[src/sv/imu_six_axis_conditioner_defines.svh]
// assertion macros for the imu six-axis conditioner
// no dependencies; included by the top level ahead of its checks
`ifndef IMU_SIX_AXIS_CONDITIONER_DEFINES_SVH
`define IMU_SIX_AXIS_CONDITIONER_DEFINES_SVH

`ifndef NO_ASSERTIONS

`define IMUC_ASSERT_IMP(name, pre, post) \
    name: assert property (@(posedge aclk) disable iff (!aresetn) (pre) |-> (post)) \
        else $error("imuc check failed: same-cycle implication");

`define IMUC_ASSERT_NXT(name, pre, post) \
    name: assert property (@(posedge aclk) disable iff (!aresetn) (pre) |=> (post)) \
        else $error("imuc check failed: next-cycle implication");

`else

`define IMUC_ASSERT_IMP(name, pre, post)

`define IMUC_ASSERT_NXT(name, pre, post)

`endif

`endif

[src/sv/imuc_pkg.sv]
// shared types, sizes and constants for the imu six-axis conditioner
// no dependencies; used by every module of the block
`default_nettype none

package imuc_pkg;

    localparam int WINDOW   = 10;
    localparam int AXES     = 6;
    localparam int SAMPLE_W = 16;
    localparam int WP_W     = (WINDOW > 1) ? $clog2(WINDOW) : 1;

    // a window sum of int16 values fits in 16 + clog2(WINDOW) signed bits
    localparam int SUM_W     = SAMPLE_W + $clog2(WINDOW);
    localparam int SUMX_W    = SUM_W + 2;
    localparam int MAG_W     = SUM_W;
    localparam int DIV_SHIFT = MAG_W + $clog2(WINDOW);
    localparam int RECIP_W   = MAG_W + 1;
    localparam int PROD_W    = MAG_W + RECIP_W;

    // ceil(2^DIV_SHIFT / WINDOW): exact floor division for every magnitude below 2^MAG_W
    localparam logic [RECIP_W-1:0] RECIP = RECIP_W'(((64'd1 << DIV_SHIFT) +
        64'(WINDOW) - 64'd1) / 64'(WINDOW));

    localparam logic [WP_W-1:0] WP_LAST = WP_W'(WINDOW - 1);

    localparam logic signed [SAMPLE_W-1:0] SAT_MAX   = 16'sh7fff;
    localparam logic signed [SAMPLE_W-1:0] SAT_MIN   = 16'sh8000;
    localparam logic        [SAMPLE_W:0]   MID_LEVEL = 17'd32767;

    // configuration port
    localparam int ADDR_W = 4;
    localparam logic [1:0] REG_GYRO_X_OFF = 2'd0;
    localparam logic [1:0] REG_GYRO_Y_OFF = 2'd1;
    localparam logic [1:0] REG_GYRO_Z_OFF = 2'd2;

    // axis slots inside a sample vector
    localparam int AX_GX = 0;
    localparam int AX_GY = 1;
    localparam int AX_GZ = 2;
    localparam int AX_AX = 3;
    localparam int AX_AY = 4;
    localparam int AX_AZ = 5;

    typedef logic signed [SAMPLE_W-1:0] sample_t;
    typedef sample_t [AXES-1:0] sample_vec_t;
    typedef logic signed [SUM_W-1:0] sum_t;
    typedef sum_t [AXES-1:0] sum_vec_t;

    typedef struct packed {
        logic [SAMPLE_W-1:0] gyro_x_offset;
        logic [SAMPLE_W-1:0] gyro_y_offset;
        logic [SAMPLE_W-1:0] gyro_z_offset;
    } cfg_t;

    typedef struct packed {
        logic [SAMPLE_W-1:0] raw_gyro_x;
        logic [SAMPLE_W-1:0] raw_gyro_y;
        logic [SAMPLE_W-1:0] raw_gyro_z;
        logic [SAMPLE_W-1:0] raw_accel_x;
        logic [SAMPLE_W-1:0] raw_accel_y;
        logic [SAMPLE_W-1:0] raw_accel_z;
    } in_word_t;

    typedef struct packed {
        logic signed [SAMPLE_W-1:0] gyro_x_now;
        logic signed [SAMPLE_W-1:0] gyro_y_now;
        logic signed [SAMPLE_W-1:0] gyro_z_now;
        logic signed [SAMPLE_W-1:0] accel_x_now;
        logic signed [SAMPLE_W-1:0] accel_y_now;
        logic signed [SAMPLE_W-1:0] accel_z_now;
        logic signed [SAMPLE_W-1:0] gyro_x_mean;
        logic signed [SAMPLE_W-1:0] gyro_y_mean;
        logic signed [SAMPLE_W-1:0] gyro_z_mean;
        logic signed [SAMPLE_W-1:0] accel_x_mean;
        logic signed [SAMPLE_W-1:0] accel_y_mean;
        logic signed [SAMPLE_W-1:0] accel_z_mean;
    } out_word_t;

endpackage

`default_nettype wire

[src/sv/imuc_cond.sv]
// per-scan conditioning: offset removal, gyro y/z negation, accel flip, saturation
// depends on imuc_pkg
`default_nettype none

module imuc_cond (
    input  var imuc_pkg::in_word_t    raw,
    input  var imuc_pkg::cfg_t        cfg,
    output imuc_pkg::sample_vec_t     now
);

    logic signed [imuc_pkg::SAMPLE_W:0] diff_gx;
    logic signed [imuc_pkg::SAMPLE_W:0] diff_gy;
    logic signed [imuc_pkg::SAMPLE_W:0] diff_gz;
    logic        [imuc_pkg::SAMPLE_W:0] acc_x;
    logic        [imuc_pkg::SAMPLE_W:0] acc_y;
    logic        [imuc_pkg::SAMPLE_W:0] acc_z;

    function automatic imuc_pkg::sample_t sat16(input logic signed [imuc_pkg::SAMPLE_W:0] d);
        imuc_pkg::sample_t r;
        if (d[imuc_pkg::SAMPLE_W] != d[imuc_pkg::SAMPLE_W-1]) begin
            r = d[imuc_pkg::SAMPLE_W] ? imuc_pkg::SAT_MIN : imuc_pkg::SAT_MAX;
        end else begin
            r = d[imuc_pkg::SAMPLE_W-1:0];
        end
        return r;
    endfunction

    always_comb begin
        diff_gx = $signed({1'b0, raw.raw_gyro_x}) - $signed({1'b0, cfg.gyro_x_offset});
        diff_gy = $signed({1'b0, cfg.gyro_y_offset}) - $signed({1'b0, raw.raw_gyro_y});
        diff_gz = $signed({1'b0, cfg.gyro_z_offset}) - $signed({1'b0, raw.raw_gyro_z});
        // mid level minus raw always lands in int16 range
        acc_x = imuc_pkg::MID_LEVEL - {1'b0, raw.raw_accel_x};
        acc_y = imuc_pkg::MID_LEVEL - {1'b0, raw.raw_accel_y};
        acc_z = imuc_pkg::MID_LEVEL - {1'b0, raw.raw_accel_z};

        now[imuc_pkg::AX_GX] = sat16(diff_gx);
        now[imuc_pkg::AX_GY] = sat16(diff_gy);
        now[imuc_pkg::AX_GZ] = sat16(diff_gz);
        now[imuc_pkg::AX_AX] = acc_x[imuc_pkg::SAMPLE_W-1:0];
        now[imuc_pkg::AX_AY] = acc_y[imuc_pkg::SAMPLE_W-1:0];
        now[imuc_pkg::AX_AZ] = acc_z[imuc_pkg::SAMPLE_W-1:0];
    end

endmodule

`default_nettype wire

[src/sv/imuc_mean.sv]
// window sum to mean: divide by the window length, truncating toward zero
// depends on imuc_pkg; one reciprocal multiplier per axis, no correction step needed
`default_nettype none

module imuc_mean (
    input  var imuc_pkg::sum_vec_t    sums,
    output imuc_pkg::sample_vec_t     means
);

    logic                             neg  [imuc_pkg::AXES];
    logic [imuc_pkg::MAG_W-1:0]       mag  [imuc_pkg::AXES];
    logic [imuc_pkg::PROD_W-1:0]      prod [imuc_pkg::AXES];
    logic [imuc_pkg::SAMPLE_W-1:0]    quo  [imuc_pkg::AXES];

    always_comb begin
        for (int a = 0; a < imuc_pkg::AXES; a++) begin
            neg[a]   = sums[a][imuc_pkg::SUM_W-1];
            mag[a]   = neg[a] ? imuc_pkg::MAG_W'(-sums[a]) : imuc_pkg::MAG_W'(sums[a]);
            prod[a]  = imuc_pkg::PROD_W'(mag[a]) * imuc_pkg::PROD_W'(imuc_pkg::RECIP);
            // quotient magnitude never exceeds 32768
            quo[a]   = prod[a][imuc_pkg::DIV_SHIFT +: imuc_pkg::SAMPLE_W];
            means[a] = neg[a] ? imuc_pkg::sample_t'(-quo[a]) : imuc_pkg::sample_t'(quo[a]);
        end
    end

endmodule

`default_nettype wire

[src/sv/imu_six_axis_conditioner.sv]
// imu six-axis conditioner: conditions one scan per word and keeps a boxcar mean per axis
// m_valid rises once an accepted word passes the stage 1, stage 2 and output registers
// throughput: one scan per cycle unless m_ready stalls, set by one ram read and write-back
// the registered history ram read feeds a running-sum register per axis
// reset: offsets and running sums go to zero, history valid bits clear at once
// (unwritten history entries count as zero, no clearing pass)
`default_nettype none

module imu_six_axis_conditioner (
    input  wire                               aclk,
    input  wire                               aresetn,
    // configuration
    input  wire                               psel,
    input  wire                               penable,
    input  wire                               pwrite,
    input  wire  [imuc_pkg::ADDR_W-1:0]       paddr,
    input  wire  [31:0]                       pwdata,
    output logic [31:0]                       prdata,
    output logic                              pready,
    // scans in
    input  wire                               s_valid,
    output logic                              s_ready,
    input  var   imuc_pkg::in_word_t          s_data,
    // results out
    output logic                              m_valid,
    input  wire                               m_ready,
    output imuc_pkg::out_word_t               m_data
);

    imuc_pkg::cfg_t                   cfg_reg;
    logic                             cfg_wr;

    logic [imuc_pkg::WP_W-1:0]        wp_reg;
    logic [imuc_pkg::WP_W-1:0]        wp_next;
    logic [imuc_pkg::WINDOW-1:0]      hist_valid_reg;
    imuc_pkg::sample_vec_t            hist_mem [imuc_pkg::WINDOW];
    imuc_pkg::sample_vec_t            hist_rd_reg;

    imuc_pkg::sample_vec_t            now_in;
    logic                             accept;

    logic                             s1_v_reg;
    imuc_pkg::sample_vec_t            s1_now_reg;
    logic [imuc_pkg::WP_W-1:0]        s1_wp_reg;
    logic                             s1_old_ok_reg;
    logic                             s1_move;

    imuc_pkg::sum_vec_t               sum_reg;
    imuc_pkg::sum_vec_t               sum_next;

    logic                             s2_v_reg;
    imuc_pkg::sample_vec_t            s2_now_reg;
    imuc_pkg::sum_vec_t               s2_sum_reg;
    imuc_pkg::sample_vec_t            mean_vec;

    logic                             m_valid_reg;
    imuc_pkg::out_word_t              m_data_reg;
    imuc_pkg::out_word_t              m_data_next;

    logic                             out_adv;
    logic                             s2_adv;
    logic                             s1_adv;

    // ---------------- configuration port
    assign pready = 1'b1;
    assign cfg_wr = psel & penable & pwrite & pready;

    always_ff @(posedge aclk) begin
        if (!aresetn) begin
            cfg_reg <= '0;
        end else if (cfg_wr) begin
            case (paddr[3:2])
                imuc_pkg::REG_GYRO_X_OFF: cfg_reg.gyro_x_offset <= pwdata[15:0];
                imuc_pkg::REG_GYRO_Y_OFF: cfg_reg.gyro_y_offset <= pwdata[15:0];
                imuc_pkg::REG_GYRO_Z_OFF: cfg_reg.gyro_z_offset <= pwdata[15:0];
                default: ;
            endcase
        end
    end

    always_comb begin
        case (paddr[3:2])
            imuc_pkg::REG_GYRO_X_OFF: prdata = {16'b0, cfg_reg.gyro_x_offset};
            imuc_pkg::REG_GYRO_Y_OFF: prdata = {16'b0, cfg_reg.gyro_y_offset};
            imuc_pkg::REG_GYRO_Z_OFF: prdata = {16'b0, cfg_reg.gyro_z_offset};
            default:                  prdata = 32'b0;
        endcase
    end

    // ---------------- pipeline flow, bubbles collapse
    assign out_adv = ~m_valid_reg | m_ready;
    assign s2_adv  = ~s2_v_reg | out_adv;
    assign s1_adv  = ~s1_v_reg | s2_adv;
    assign s_ready = s1_adv;
    assign accept  = s_valid & s_ready;
    assign s1_move = s1_v_reg & s2_adv;

    // ---------------- stage 0: condition and issue the history read
    imuc_cond u_cond (
        .raw (s_data),
        .cfg (cfg_reg),
        .now (now_in)
    );

    assign wp_next = (wp_reg == imuc_pkg::WP_LAST) ? '0 : wp_reg + 1'b1;

    always_ff @(posedge aclk) begin
        if (!aresetn) begin
            wp_reg   <= '0;
            s1_v_reg <= 1'b0;
        end else begin
            if (accept) begin
                wp_reg <= wp_next;
            end
            if (s1_adv) begin
                s1_v_reg <= accept;
            end
        end
    end

    always_ff @(posedge aclk) begin
        if (accept) begin
            s1_now_reg    <= now_in;
            s1_wp_reg     <= wp_reg;
            s1_old_ok_reg <= hist_valid_reg[wp_reg];
        end
    end

    // history ram: read at the new word's slot, write back the word leaving stage 1;
    // the two slots always differ since consecutive words take consecutive slots
    always_ff @(posedge aclk) begin
        if (accept) begin
            hist_rd_reg <= hist_mem[wp_reg];
        end
        if (s1_move) begin
            hist_mem[s1_wp_reg] <= s1_now_reg;
        end
    end

    always_ff @(posedge aclk) begin
        if (!aresetn) begin
            hist_valid_reg <= '0;
        end else if (s1_move) begin
            hist_valid_reg[s1_wp_reg] <= 1'b1;
        end
    end

    // ---------------- stage 1: running sum update
    always_comb begin
        logic signed [imuc_pkg::SUMX_W-1:0] acc;
        imuc_pkg::sample_t                  old;
        for (int a = 0; a < imuc_pkg::AXES; a++) begin
            old = s1_old_ok_reg ? hist_rd_reg[a] : '0;
            acc = imuc_pkg::SUMX_W'(sum_reg[a]) + imuc_pkg::SUMX_W'(s1_now_reg[a])
                - imuc_pkg::SUMX_W'(old);
            sum_next[a] = acc[imuc_pkg::SUM_W-1:0];
        end
    end

    always_ff @(posedge aclk) begin
        if (!aresetn) begin
            sum_reg  <= '0;
            s2_v_reg <= 1'b0;
        end else begin
            if (s1_move) begin
                sum_reg <= sum_next;
            end
            if (s2_adv) begin
                s2_v_reg <= s1_v_reg;
            end
        end
    end

    always_ff @(posedge aclk) begin
        if (s1_move) begin
            s2_now_reg <= s1_now_reg;
            s2_sum_reg <= sum_next;
        end
    end

    // ---------------- stage 2: mean and output register
    imuc_mean u_mean (
        .sums  (s2_sum_reg),
        .means (mean_vec)
    );

    always_comb begin
        m_data_next.gyro_x_now   = s2_now_reg[imuc_pkg::AX_GX];
        m_data_next.gyro_y_now   = s2_now_reg[imuc_pkg::AX_GY];
        m_data_next.gyro_z_now   = s2_now_reg[imuc_pkg::AX_GZ];
        m_data_next.accel_x_now  = s2_now_reg[imuc_pkg::AX_AX];
        m_data_next.accel_y_now  = s2_now_reg[imuc_pkg::AX_AY];
        m_data_next.accel_z_now  = s2_now_reg[imuc_pkg::AX_AZ];
        m_data_next.gyro_x_mean  = mean_vec[imuc_pkg::AX_GX];
        m_data_next.gyro_y_mean  = mean_vec[imuc_pkg::AX_GY];
        m_data_next.gyro_z_mean  = mean_vec[imuc_pkg::AX_GZ];
        m_data_next.accel_x_mean = mean_vec[imuc_pkg::AX_AX];
        m_data_next.accel_y_mean = mean_vec[imuc_pkg::AX_AY];
        m_data_next.accel_z_mean = mean_vec[imuc_pkg::AX_AZ];
    end

    always_ff @(posedge aclk) begin
        if (!aresetn) begin
            m_valid_reg <= 1'b0;
        end else if (out_adv) begin
            m_valid_reg <= s2_v_reg;
        end
    end

    always_ff @(posedge aclk) begin
        if (out_adv & s2_v_reg) begin
            m_data_reg <= m_data_next;
        end
    end

    assign m_valid = m_valid_reg;
    assign m_data  = m_data_reg;

    // ---------------- checks
`include "imu_six_axis_conditioner_defines.svh"

    `IMUC_ASSERT_IMP(a_rd_wr_slot_differ, accept && s1_move, wp_reg != s1_wp_reg)
    `IMUC_ASSERT_NXT(a_rd_data_held, s1_v_reg && !s2_adv, $stable(hist_rd_reg))
    `IMUC_ASSERT_IMP(a_wp_in_window, 1'b1, wp_reg <= imuc_pkg::WP_LAST)
    `IMUC_ASSERT_NXT(a_slot_marked, s1_move, hist_valid_reg[$past(s1_wp_reg)])

endmodule

`default_nettype wire

[config.mk]
export PLATFORM = sky130hd
export DESIGN_NAME = imu_six_axis_conditioner
export DESIGN_NICKNAME = d
export VERILOG_FILES = /design/src/sv/imuc_pkg.sv /design/src/sv/imuc_cond.sv /design/src/sv/imuc_mean.sv /design/src/sv/imu_six_axis_conditioner.sv
export VERILOG_INCLUDE_DIRS = /design/src /design/src/sv
export SDC_FILE = /design/constraint.sdc
export NUM_CORES = 2
export LEC_CHECK = 0
export ABC_AREA = 1
export BUFFER_PORTS_ARGS = -buffer_cell sky130_fd_sc_hd__buf_2
export CAP_MARGIN = 20
export CORE_MARGIN = 4
export CORE_UTILIZATION = 59
export CTS_BUF_LIST = sky130_fd_sc_hd__clkbuf_4
export DETAILED_ROUTE_END_ITERATION = 8
export GPL_TIMING_DRIVEN = 1
export PLACE_DENSITY = 0.82
export RECOVER_POWER = 50
export SYNTH_ARGS = -nofsm -noshare
export SYNTH_HDL_FRONTEND = slang
export SYNTH_SLANG_ARGS = --single-unit
[constraint.sdc]
create_clock -name aclk -period 14.6 [get_ports aclk]
set_clock_uncertainty 0.15 [all_clocks]
set_input_delay 3.65 -clock aclk [delete_from_list [all_inputs] [get_ports aclk]]
set_output_delay 3.65 -clock aclk [all_outputs]
set_load 0.02 [all_outputs]
==> metrics.yaml <==
clocking:
  clockBufferDepth: 4
  cts-root-buf: "clkbuf_4"
  cts_tree: "built"
  clkTransAtPathRegs_ns: 0.07
  clock_sinks: 1750
  insertion_delay_ns: 1.37
  hold_buffers: 0
  h-tree-depth: 5
  cts_resized: 0
  cts_setup_buffers: 0
  cts-buffers-inserted: 435
synth:
  synth_cells: 12300
  synth_top_family_by_area: "adder cells"
  synth_top_area_share: 0.376
  synthSimpleGateAreaFrac: 0.102
  synthArstFlopShare: 0
  synth_fa_ha_area_frac: 0.281
  synth_edf_count: 1565
  synth.avg_cell_area_um2: 10.1
  ys_types: 73
  synthXorXnorAreaFrac: 0.0347
  yosysWarnings: 0
  synth_top_area_cell: "edfxtp_1"
  ys_seq_elements: 1750
  synthTopCellsByCount: "inv_1, edfxtp_1, nand2_1"
  syn_area_um2: 125000
  synth.most_common_cell: "inv_1"
  synth_compound_area_frac: 0.0923
  ys_seq_area_frac: 0.406
  synthTopCellsByArea: "edfxtp_1, fa_1, ha_1"
  yosys-mux-area-fraction: 0
  synthFlopType: "edfxtp_1"
floorplanning:
  die-area_um2: 219000
  core-area_um2: 210000
  die_h_um: 468
  start_util: 0.595
  rows: 168
  io_pins: 366
  die_x_um: 468
timing:
  tightestPinTransition_ns: 8.11
  finalWorstPathRequiredPeriod_ns: 10.27
  setup_viol: 0
  tns_ns: 0
  period_share: 0.703
  rsz0062_at_grt: "false"
  drv_slew: 1137
  setup_ws_ns: 4.33
  hold_viol_final: 0
  max_freq_ghz: 0.0974
  slew_headroom: -4.41
hold_path:
  hold_depth: 0
  hp-class: "flop to flop"
  hp-start: "m_data_next[158]$_DFFE_PP_"
  min_to: "m_data[158]$_DFFE_PP_"
cells_and_area:
  largest_reg_flops: 960
  drive_gt1_frac: 0.0953
  fillers: 16300
  area_growth_pct: 8.23
  num-nets-final: 15300
worst_setup_path:
  r2r-start: "wp_reg[0]$_SDFFE_PN0P_"
  crit_fanout: 123
  reg2reg_setup_slack_ns: 4.67
  arrival_ns: 10.96
  rr_endpoint: "hist_rd_reg[2]$_DFFE_PP_"
  endpoint_kind: "flop"
  worstSetupStartpointType: "input pin"
  rr_worst_depth: 5
  crit_required_ns: 15.30
  worstSetupPathType: "input pin to flop"
place:
  dp_slack_ns: 5.13
  gp_congestion: 0.965
  hpwl_um: 232000
  portBuffers: 330
global_routing:
  overflow: 0
  grt_antenna_before_repair: 22
  grt.total_usage: 0.291
  grt_pass1_wl_um: 499000
  grt_pass1_vias: 91300
  grt_max_degree: 175
routing:
  drt_first_pass_iters: 6
  via_count: 89900
  drt-initial-drc-count: 8163
  ant_nets: 0
  viasPerCell: 5.59
  post-route-drc-count: 0
  finalWirelength_um: 320000
  wl_per_cell_um: 19.9
run:
  maxCapViolations: 21
status:
  violations: "max-capacitance violations, max-slew violations"
  status: "complete, but fails checks"
-- cells by family (layout without fill, tap and decap cells) --
| family | Yosys count | in the layout |
|---|---|---|
| AOI/OAI and AO/OA | 1991 | 1991 |
| adders and majority gates | 2253 | 2253 |
| and+or+nand+nor | 3050 | 3050 |
| DFF | 1750 | 1750 |
| other | 2 | 40 |
| xor gates and xnor gates | 475 | 475 |
| buffers and inverters | 2798 | 3710 |
-- worst max-delay path, stage by stage --
cell and delay [ns]:
clkbuf_1 0.10, inv_1 0.09, a21oi_4 0.11, clkbuf_1 5.60, buf_4 1.31
-- per-layer routing --
layer / up-vias / track usage / share of wire
met5: - / 0 / 0.00022
met4: 10 / 0.0997 / 0.031
met3: 672 / 0.0689 / 0.11
met2: 4282 / 0.465 / 0.46
met1: 42700 / 0.394 / 0.40
li1: 42200 / - / -
-- placed cells by master, fill, tap and decap left out, types with 57 or more instances in the layout --
cell       synthesis  final
inv_1           2488   2486
xnor2_1          147    147
dfxtp_1          185    185
ha_1            1332   1332
a21oi_1          513    512
nor3_1            95     93
nand2_1         1508   1508
nand3_1          334    334
buf_2             13    322
a221oi_1         124    125
a31oi_1           62     62
clkinv_1           6     96
nor2_1           883    877
clkbuf_4           0    638
edfxtp_1        1565   1565
buf_4             19     65
fa_1             921    921
xor2_1           309    309
o2111ai_1         71     71
a21o_1            57     57
o21ai_0          907    916
nand4_1           58     58
-- area by class of cell --
class	count	area, um2	share of cell area
antenna	23	57.6	0.000425
clock buffer	638	4790	0.0354
clock inverter	141	749	0.00554
inverter	2516	9490	0.0701
multi-input combinational	7786	63800	0.471
sequential	1750	50700	0.375
tap	2805	3510	0.0259
timing repair buffer	415	2220	0.0164
-- worst max-delay path by stage --
stage	startpoint	to	slack (ns)	cells after the start
global route	m_ready	m_data[114]$_DFFE_PP_	3.78	5
global placement	m_ready	hist_mem[7][40]$_DFFE_PP_	5.21	12
CTS	m_ready	s_ready	5.57	6
floorplan	m_ready	hist_mem[8][0]$_DFFE_PP_	0.17	8
detailed placement	m_ready	hist_mem[7][40]$_DFFE_PP_	5.13	12
finish	m_ready	m_data[114]$_DFFE_PP_	4.33	5
-- stage by stage --
| stage | utilization | instance area (um2) | hold WS (ns) | cells |
|---|---|---|---|---|
| global route | 0.644 | 135000 | 0.256 | 16100 |
| detailed placement | 0.618 | 130000 | 0.255 | 15300 |
| global placement | 0.618 | 130000 | 0.250 | 15300 |
| CTS | 0.644 | 135000 | 0.253 | 16100 |
| finish | 0.644 | 135000 | 0.257 | 16100 |
| floorplan | - | 125000 | 0.250 | 12300 |
Power is not shown: default switching activity piles up to over one toggle a cycle in this logic, so the estimate is an artifact.
